===== src/rtl/preemptive_srtf_scheduler_macros.svh =====
// Assertion macros for the preemptive SRTF scheduler.
`ifndef PREEMPTIVE_SRTF_SCHEDULER_MACROS_SVH
`define PREEMPTIVE_SRTF_SCHEDULER_MACROS_SVH
`ifndef NO_ASSERTIONS
`define SRTF_ASSERT(lbl, expr, msg) \
   lbl: assert property (@(posedge clock) disable iff (reset) (expr)) else $error(msg);
`define SRTF_ASSERT_NEXT(lbl, ante, cons, msg) \
   lbl: assert property (@(posedge clock) disable iff (reset) (ante) |=> (cons)) else $error(msg);
`else
`define SRTF_ASSERT(lbl, expr, msg)
`define SRTF_ASSERT_NEXT(lbl, ante, cons, msg)
`endif
`endif


===== src/rtl/srtf_pkg.sv =====
// Types and constants shared by the SRTF scheduler.
package srtf_pkg;

   localparam int QUEUE_DEPTH = 16;
   localparam int ID_WIDTH    = 8;
   localparam int WORK_WIDTH  = 16;
   localparam int IDX_W       = (QUEUE_DEPTH > 1) ? $clog2(QUEUE_DEPTH) : 1;
   localparam int CNT_W       = $clog2(QUEUE_DEPTH + 1);
   localparam int TIME_W      = 32;

   localparam logic CMD_ARRIVE = 1'b0;
   localparam logic CMD_TICK   = 1'b1;

   typedef enum logic [2:0] {
      STATUS_ACCEPT = 3'd0,
      STATUS_FULL   = 3'd1,
      STATUS_ZERO   = 3'd2,
      STATUS_RAN    = 3'd3,
      STATUS_DONE   = 3'd4,
      STATUS_IDLE   = 3'd5
   } status_type;

   typedef enum logic [1:0] {
      S_IDLE,
      S_SCAN,
      S_SHIFT,
      S_TICK
   } state_type;

   typedef struct packed {
      logic [ID_WIDTH-1:0]   id;
      logic [WORK_WIDTH-1:0] work;
   } entry_type;

endpackage


===== src/rtl/preemptive_srtf_scheduler.sv =====
// Preemptive shortest-remaining-time-first scheduler, top level.
//
// Usage: drive req_cmd, req_job_id and req_work_units and raise start; the
// request is taken at a clock edge where start is high and busy is low.
// An arrive request (req_cmd 0) appends a job to a ready list of
// QUEUE_DEPTH entries unless the list is full or the job has no work; a
// tick request (req_cmd 1) runs one job, if there is one, for one time
// unit. Every request yields exactly one response, shown for a single
// cycle with rsp_strobe high; the receiver cannot stall it.
// Sequencing: an arrive request answers in the next cycle and busy stays
// low, so arrivals go back to back. A tick runs a sequencer over the
// ready-list memory (one read port, one write port): a minimum scan with
// one comparator over the ready entries, then a compaction pass over the
// entries behind the chosen job, then the tick state. A tick with no scan
// goes straight to the tick state; a preemption scan runs after the
// response, while busy is still high. The longest tick picks up the first
// entry of a full list and then scans the rest for preemption.
// Reset: synchronous, active high; empties the ready list, clears the
// running job and the tick count. List memory contents are not cleared.
module preemptive_srtf_scheduler
   import srtf_pkg::*;
(
   input  logic                  clock,
   input  logic                  reset,
   input  logic                  start,
   output logic                  busy,
   input  logic                  req_cmd,
   input  logic [ID_WIDTH-1:0]   req_job_id,
   input  logic [WORK_WIDTH-1:0] req_work_units,
   output logic                  rsp_strobe,
   output status_type            rsp_status,
   output logic [ID_WIDTH-1:0]   rsp_run_id,
   output logic [WORK_WIDTH-1:0] rsp_left_after,
   output logic [TIME_W-1:0]     rsp_finish_time
);

`include "preemptive_srtf_scheduler_macros.svh"

   state_type             state_ff, state_in;
   logic [CNT_W-1:0]      count_ff, count_in;
   logic                  run_valid_ff, run_valid_in;
   logic [ID_WIDTH-1:0]   run_id_ff, run_id_in;
   logic [WORK_WIDTH-1:0] run_work_ff, run_work_in;
   logic [TIME_W-1:0]     tick_ff, tick_in;
   logic                  preempt_ff, preempt_in;
   logic [CNT_W-1:0]      scan_ff, scan_in;
   logic                  vld_ff, vld_in;
   logic [CNT_W-1:0]      cmp_idx_ff, cmp_idx_in;
   entry_type             best_ff, best_in;
   logic [IDX_W-1:0]      best_pos_ff, best_pos_in;

   logic                  rsp_valid_ff, rsp_valid_in;
   status_type            rsp_status_ff, rsp_status_in;
   logic [ID_WIDTH-1:0]   rsp_run_id_ff, rsp_run_id_in;
   logic [WORK_WIDTH-1:0] rsp_left_ff, rsp_left_in;
   logic [TIME_W-1:0]     rsp_fin_ff, rsp_fin_in;

   entry_type             ready_ff [QUEUE_DEPTH];
   entry_type             rd_data_ff;
   logic [IDX_W-1:0]      rd_addr;
   logic                  wr_en;
   logic [IDX_W-1:0]      wr_addr;
   entry_type             wr_data;

   logic                  issue;
   logic [CNT_W-1:0]      wr_pos;
   logic [CNT_W-1:0]      count_dec;
   logic [WORK_WIDTH-1:0] left;
   logic [TIME_W-1:0]     tick_next;

   assign busy            = (state_ff != S_IDLE);
   assign rsp_strobe      = rsp_valid_ff;
   assign rsp_status      = rsp_status_ff;
   assign rsp_run_id      = rsp_run_id_ff;
   assign rsp_left_after  = rsp_left_ff;
   assign rsp_finish_time = rsp_fin_ff;

   assign issue     = (scan_ff < count_ff);
   assign wr_pos    = cmp_idx_ff - CNT_W'(1);
   assign count_dec = count_ff - CNT_W'(1);
   assign left      = run_work_ff - WORK_WIDTH'(1);
   assign tick_next = tick_ff + TIME_W'(1);

   always_ff @(posedge clock) begin
      if (wr_en) begin
         ready_ff[wr_addr] <= wr_data;
      end
      rd_data_ff <= ready_ff[rd_addr];
   end

   always_ff @(posedge clock) begin
      if (reset) begin
         state_ff     <= S_IDLE;
         count_ff     <= '0;
         run_valid_ff <= 1'b0;
         run_id_ff    <= '0;
         run_work_ff  <= '0;
         tick_ff      <= '0;
         preempt_ff   <= 1'b0;
         scan_ff      <= '0;
         vld_ff       <= 1'b0;
         rsp_valid_ff <= 1'b0;
      end else begin
         state_ff     <= state_in;
         count_ff     <= count_in;
         run_valid_ff <= run_valid_in;
         run_id_ff    <= run_id_in;
         run_work_ff  <= run_work_in;
         tick_ff      <= tick_in;
         preempt_ff   <= preempt_in;
         scan_ff      <= scan_in;
         vld_ff       <= vld_in;
         rsp_valid_ff <= rsp_valid_in;
      end
   end

   always_ff @(posedge clock) begin
      cmp_idx_ff    <= cmp_idx_in;
      best_ff       <= best_in;
      best_pos_ff   <= best_pos_in;
      rsp_status_ff <= rsp_status_in;
      rsp_run_id_ff <= rsp_run_id_in;
      rsp_left_ff   <= rsp_left_in;
      rsp_fin_ff    <= rsp_fin_in;
   end

   always_comb begin
      state_in      = state_ff;
      count_in      = count_ff;
      run_valid_in  = run_valid_ff;
      run_id_in     = run_id_ff;
      run_work_in   = run_work_ff;
      tick_in       = tick_ff;
      preempt_in    = preempt_ff;
      scan_in       = scan_ff;
      vld_in        = 1'b0;
      cmp_idx_in    = cmp_idx_ff;
      best_in       = best_ff;
      best_pos_in   = best_pos_ff;
      rsp_valid_in  = 1'b0;
      rsp_status_in = rsp_status_ff;
      rsp_run_id_in = rsp_run_id_ff;
      rsp_left_in   = rsp_left_ff;
      rsp_fin_in    = rsp_fin_ff;
      rd_addr       = scan_ff[IDX_W-1:0];
      wr_en         = 1'b0;
      wr_addr       = count_ff[IDX_W-1:0];
      wr_data       = '{id: req_job_id, work: req_work_units};

      case (state_ff)
         S_IDLE: begin
            if (start) begin
               if (req_cmd == CMD_ARRIVE) begin
                  rsp_valid_in  = 1'b1;
                  rsp_run_id_in = '0;
                  rsp_left_in   = '0;
                  rsp_fin_in    = '0;
                  if (count_ff >= CNT_W'(QUEUE_DEPTH)) begin
                     rsp_status_in = STATUS_FULL;
                  end else if (req_work_units == '0) begin
                     rsp_status_in = STATUS_ZERO;
                  end else begin
                     rsp_status_in = STATUS_ACCEPT;
                     wr_en         = 1'b1;
                     count_in      = count_ff + CNT_W'(1);
                  end
               end else if (!run_valid_ff && count_ff != '0) begin
                  // pick up the shortest ready job before running the tick
                  state_in   = S_SCAN;
                  preempt_in = 1'b0;
                  scan_in    = '0;
               end else begin
                  state_in = S_TICK;
               end
            end
         end

         S_SCAN: begin
            vld_in     = issue;
            cmp_idx_in = scan_ff;
            scan_in    = scan_ff + CNT_W'(issue);
            if (vld_ff && (cmp_idx_ff == '0 || rd_data_ff.work < best_ff.work)) begin
               best_in     = rd_data_ff;
               best_pos_in = cmp_idx_ff[IDX_W-1:0];
            end
            if (!issue && !vld_ff) begin
               if (preempt_ff && !(best_ff.work < run_work_ff)) begin
                  state_in = S_IDLE;
               end else begin
                  state_in = S_SHIFT;
                  scan_in  = CNT_W'(best_pos_ff) + CNT_W'(1);
               end
            end
         end

         S_SHIFT: begin
            // close up behind the taken entry: read one ahead, write one back
            vld_in     = issue;
            cmp_idx_in = scan_ff;
            scan_in    = scan_ff + CNT_W'(issue);
            if (vld_ff) begin
               wr_en   = 1'b1;
               wr_addr = wr_pos[IDX_W-1:0];
               wr_data = rd_data_ff;
            end
            if (!issue && !vld_ff) begin
               run_valid_in = 1'b1;
               run_id_in    = best_ff.id;
               run_work_in  = best_ff.work;
               if (preempt_ff) begin
                  // preempted job goes to the back; count is unchanged
                  wr_en    = 1'b1;
                  wr_addr  = count_dec[IDX_W-1:0];
                  wr_data  = '{id: run_id_ff, work: run_work_ff};
                  state_in = S_IDLE;
               end else begin
                  count_in = count_dec;
                  state_in = S_TICK;
               end
            end
         end

         S_TICK: begin
            tick_in      = tick_next;
            rsp_valid_in = 1'b1;
            rsp_fin_in   = '0;
            state_in     = S_IDLE;
            if (!run_valid_ff) begin
               rsp_status_in = STATUS_IDLE;
               rsp_run_id_in = '0;
               rsp_left_in   = '0;
            end else begin
               rsp_run_id_in = run_id_ff;
               rsp_left_in   = left;
               run_work_in   = left;
               if (left == '0) begin
                  rsp_status_in = STATUS_DONE;
                  rsp_fin_in    = tick_next;
                  run_valid_in  = 1'b0;
                  run_id_in     = '0;
               end else begin
                  rsp_status_in = STATUS_RAN;
                  if (count_ff != '0) begin
                     state_in   = S_SCAN;
                     preempt_in = 1'b1;
                     scan_in    = '0;
                  end
               end
            end
         end

         default: begin
            state_in = S_IDLE;
         end
      endcase
   end

   `SRTF_ASSERT(a_count_bound, count_ff <= CNT_W'(QUEUE_DEPTH), "ready count above depth")
   `SRTF_ASSERT(a_run_work, !run_valid_ff || run_work_ff != '0, "running job with no work")
   `SRTF_ASSERT_NEXT(a_tick_busy, start && !busy && req_cmd == CMD_TICK, busy, "tick not taken up")
   `SRTF_ASSERT(a_shift_pos, !(state_ff == S_SHIFT && vld_ff) || cmp_idx_ff != '0, "shift into position below zero")

endmodule

===== config.mk =====
export PLATFORM = sky130hd
export DESIGN_NAME = preemptive_srtf_scheduler
export DESIGN_NICKNAME = d
export VERILOG_FILES = /design/src/rtl/srtf_pkg.sv /design/src/rtl/preemptive_srtf_scheduler.sv
export VERILOG_INCLUDE_DIRS = /design/src /design/src/rtl
export SDC_FILE = /design/constraint.sdc
export NUM_CORES = 1
export LEC_CHECK = 0
export BUFFER_PORTS_ARGS = -buffer_cell sky130_fd_sc_hd__buf_2
export CORE_ASPECT_RATIO = 1.75
export CORE_MARGIN = 4
export CORE_UTILIZATION = 45
export CTS_CLUSTER_SIZE = 10
export DETAILED_ROUTE_END_ITERATION = 8
export PLACE_DENSITY = 0.68
export SETUP_SLACK_MARGIN = 0.02
export SYNTH_ARGS = -nofsm -noshare
export SYNTH_HDL_FRONTEND = slang
export SYNTH_SLANG_ARGS = --single-unit

===== constraint.sdc =====
create_clock -name clock -period 10.1 [get_ports clock]
set_input_delay 1.515 -clock clock [delete_from_list [all_inputs] [get_ports clock]]
set_output_delay 1.515 -clock clock [all_outputs]
set_load 0.01 [all_outputs]

======== After elaboration in Yosys (flattened, before gate mapping) ========
Memories as Yosys holds them, arrays and structs flattened. A register that Yosys moved wholly into a read port is not among the register bits.
Cells that the tools add are included.
operators by class
  eq/ne operators ......................... 16
  muxes and demuxes ....................... 86
  order comparisons ....................... 4
  add/subtract/negate cells ............... 7
  bitwise gates (word level) .............. 1
  reduce and logical (&&, ||, !) cells .... 29
operator list
  operator               number
  $mux 32                4
  $mux 24                4
  $mux 16                5
  $mux 5                 14
  $pmux 16 s2            2
  $pmux 32 s2            1
  $mux 8                 6
  $add 32x1->32 const B  1
  $logic_not 16->1       2
  $lt 16x16->1           2
  $pmux 8 s2             2
  $ne 2x2->1 const B     13
  $mux 1                 23
  $pmux 5 s4             1
  $mux 2                 9
  $mux 4                 4
  $sub 16x1->16 const B  1
  $reduce_and 7->1       2
  $mux 3                 4
  $pmux 5 s2             1
  $pmux 1 s2             4
  $pmux 2 s4             1
  $reduce_and 4->1       2
  $reduce_bool 2->1      4
  21 further kinds       31
word-level totals
  logic and storage cells ................. 162
  input port bits ......................... 28
  memories ................................ 1
  register bits ........................... 164
  bits in writable memories ............... 384
  output and inout bits ................... 61
memories
  memory    words  bits a word  read ports  clocked after memory_dff  wr ports  line                             text
  ready_ff  16     24           1           1                         1         preemptive_srtf_scheduler.sv:58  entry_type ready_ff [QUEUE_DEPTH];

======== Depth between registers and ports, before layout ========
  depth in word-level cells ............... 8
  mapped depth ............................ 15
  mapped depth without buffers ............ 14

======== Least setup slack after synthesis ========
OpenSTA, ideal clock, no wires.
  path type ............................... input-to-reg
  from .................................... input port start
  to ...................................... register rsp_fin_ff[0], in the netlist rsp_finish_time[0], enable pin
  library setup time ...................... 0.476 ns
  arrival ................................. 4.262 ns
  buffers on the path ..................... 0
  path slack .............................. 5.362 ns
  data required time ...................... 9.624 ns
  stages on the path ...................... 3
  cell sequence ........................... nor2b_1 -> nor2_1 -> nor2_1
between the ends
  longest elaborated chain between the ends .. 2
ends and longest elaborated chain
  item                        line                              text
  start: declaration          preemptive_srtf_scheduler.sv:25   input logic start,
  $ne 2x2->1 (no line)        --
  $reduce_and 3->1 (no line)  --
  end signal: assignment      preemptive_srtf_scheduler.sv:124  rsp_fin_ff <= rsp_fin_in;
  end: declaration            preemptive_srtf_scheduler.sv:56   logic [TIME_W-1:0] rsp_fin_ff, rsp_fin_in;
No other way between the ends.
A chain may end at the register's enable or synchronous reset.

======== Final worst setup path ========
  from .................................... register scan_ff[2]
  to ...................................... memory ready_ff[2][10] in the netlist's numbering, enable pin
between the ends
  longest elaborated chain between the ends .. 7
  elaborated cells between the ends (all ways) .. 9
  classes of those cells .................. 1 x order compare; 6 x mux; 2 x reduce/logical
ends and longest elaborated chain
  item                          line                              text
  start: declaration            preemptive_srtf_scheduler.sv:46   logic [CNT_W-1:0] scan_ff, scan_in;
  start signal: assignment      preemptive_srtf_scheduler.sv:111  scan_ff <= scan_in;
  $lt 5x5->1 (*)                preemptive_srtf_scheduler.sv:78   assign issue = (scan_ff < count_ff);
  $logic_not 1->1 (*)           preemptive_srtf_scheduler.sv:206  if (!issue && !vld_ff) begin
  $logic_and 1x1->1 (*)         preemptive_srtf_scheduler.sv:206
  $mux 1                        preemptive_srtf_scheduler.sv:206
  $pmux 1 s2                    preemptive_srtf_scheduler.sv:150  case (state_ff)
  $mux 1                        preemptive_srtf_scheduler.sv:85   if (wr_en) begin
  $mux 1 (implied by the code)  preemptive_srtf_scheduler.sv:86   ready_ff[wr_addr] <= wr_data;
  end: declaration              preemptive_srtf_scheduler.sv:58
Every way passes the cells marked *; elsewhere a longest branch is shown, timed or not.

==> results.cfg <==
[run_status]
outcome = completed

[setup_path]
start_kind = register
worst-endpoint-arrival_ns = 5.01
critical_path.max_fanout = 31
critical_path_class = reg -> reg
end_kind = register
required_ns = 10.36

[floorplanning]
die_x_um = 183
die_area_um2 = 57300
ios = 89
coreArea_um2 = 52600
fp.dieH_um = 314
initial_core_util_pct = 45.7
rows = 111

[cts]
cts_made_buffers = 67
post_cts_buffers = 0
cts-htree-levels = 3
cts.repair.resized = 0
cts_hold_buf = 0
cts-root-buf = clkbuf_16
clockBufferDepth = 3
clk_pin_slew_ns = 0.06
cts_tree = built
clk_latency_ns = 0.59
clock-sinks = 572

[logic_synthesis]
synth-edff-count = 476
ys_warn_count = 0
ys_seq_elements = 572
synthCells = 1544
netlist_area_um2 = 24000
synth_fp_nets = 1620
synthTopCellsByArea = edfxtp_1 (59%), mux4_2 (11%), dfxtp_1 (8.0%)
seq_area_frac_synth_pct = 67.5
synth_top_cell_by_area = edfxtp_1
synth_ff_type = edfxtp_1
avgSynthCellArea_um2 = 15.6
synth_top_area_share_pct = 59.5
yosysUniqueCellTypes = 71
postSynth.asyncResetShare_pct = 0

[route]
drc = 0
wirelength_mm = 55.7
dr_total_vias = 13900
viasPerCell = 5.79
dr.pass1.iters = 5
ant_nets = 0
first_iter_violations = 1164
wl_per_cell_um = 23.2

[finish]
drive_gt1_share_pct = 21.8
final_common_cell = edfxtp_1
seqCellArea_um2 = 16200
syn2layout_area_growth_pct = 14.3
fin_nets = 1744
multiInputGateArea_um2 = 7380
fin_cells = 2397
fill_cells = 4230
diodes = 0
most-common-layout-cells = edfxtp_1 (476), nor2_1 (120), mux4_2 (120), dfxtp_1 (93), buf_2 (88)

[timing]
finalSetupViolations = 0
worstMarginPinSlew_ns = 1.14
rsz0062_at_grt = false
finClkSkew_ns = 0.0198
hold_viol_final = 0
max_freq_mhz = 210
finalCritPeriodShare_pct = 47.0
setup_tns_ns = 0
setup_slack_ns = 5.35
drv_slew = 0
finalCriticalPeriod_ns = 4.75
slew_headroom_pct = 23.9

[global_route]
grt_pass1_wl_mm = 85.3
grt_max_degree = 69
antenna_found_initial = 0
grt_overflow = 0
track_usage_pct = 19.4
grt_pass1_vias = 14200

[placed_design]
hpwl_mm = 35.9
gp_congestion = 0.855
dp_slack_ns = 5.32
io_buffers = 88
place_inst = 2276

[flow_run]
maxCapViolCount = 0

[hold_path]
hp-class = reg -> reg

[pwr]
ir_drop_mv = 0.125
power.density_nw_per_um2 = 249
leakage_nw = 9.06
==> final cells by class <==
class | instances | share of cell area (%)
sequential | 572 | 59.1
multi-input combinational | 837 | 26.9
clock buffer | 114 | 6.89
tap | 678 | 3.09
timing repair buffer | 135 | 2.89
inverter | 55 | 0.752
clock inverter | 6 | 0.428
==> flip-flops by register name, indices dropped and copies added (netlist names), 8 cells and up <==
signal / flops
run_id_ff: 8
rsp_left_after: 16
rsp_finish_time: 32
rd_data_ff: 24
best_ff: 24
tick_ff: 32
rsp_run_id: 8
run_work_ff: 16
ready_ff: 384
==> metrics by stage <==
step           power [W]  instance area, um^2  hold slack [ns]  util, %
2_1_floorplan    0.00413                24000            0.409        -
3_3_place_gp     0.00464                25400            0.422     48.3
3_5_place_dp     0.00467                25400            0.423     48.3
4_1_cts          0.00689                27500            0.436     52.2
5_1_grt          0.00715                27500            0.435     52.2
6_report         0.00683                27500            0.431     52.2
==> cell usage after synthesis, types with 11 or more instances <==
cell / instances
edfxtp_1: 476
nor2_1: 121
mux4_2: 120
dfxtp_1: 96
nand2_1: 85
a21oi_1: 59
clkbuf_1: 55
inv_1: 55
o21ai_0: 51
ha_1: 48
xor2_1: 39
a22oi_1: 34
nor3_1: 32
xnor2_1: 30
nand3_1: 23
nand4_1: 21
and3_1: 19
or3_1: 13
buf_1: 11
==> kinds of logic after synthesis <==
group	Yosys count	share of synthesized area, %
DFF	572	67.5
AOI/OAI and AO/OA	224	6.12
xor gates and xnor gates	69	2.51
and+or+nand+nor	367	7.47
buffers and inverters	135	2.30
adders and majority gates	48	2.50
muxes	129	11.6
==> worst paths after layout <==
check	from	endpoint	slack (ns)	depth (start not counted)
hold reg to reg	rd_data_ff[18]	best_ff[18]	0.43	0
hold / removal	rd_data_ff[18]	best_ff[18]	0.43	0
setup / recovery	scan_ff[2]	ready_ff[2][10]	5.35	10
setup reg to reg	scan_ff[2]	ready_ff[2][10]	5.35	10
==> layer usage <==
| layer | share of wire [%] | wire length (um) | global-route usage, % | vias up |
|---|---|---|---|---|
| met5 | 0 | 0 | 0 | - |
| met4 | 3.9 | 2180 | 7.90 | 0 |
| met3 | 5.7 | 3190 | 2.73 | 124 |
| met2 | 54 | 30200 | 35.3 | 502 |
| met1 | 36 | 20100 | 22.9 | 6991 |
| li1 | - | - | - | 6250 |
==> worst max-delay path, cell delays in order (launching register included) <==
cell      delay (ns)
dfxtp_2         0.31
buf_4           0.54
ha_1            0.37
a21oi_1         0.12
o21ai_1         0.15
a211oi_2        0.55
o21ai_0         0.32
a211oi_1        0.39
o221ai_1        0.31
nor3_2          0.90
buf_4           0.42
==> where the power goes <==
part / switching [W] / total [W] / internal [W]
logic: 0.000955 / 0.00153 / 0.000571
clock network: 0.000923 / 0.00221 / 0.00129
registers: 0.000173 / 0.00309 / 0.00292
(Power assumes the default switching activity.)
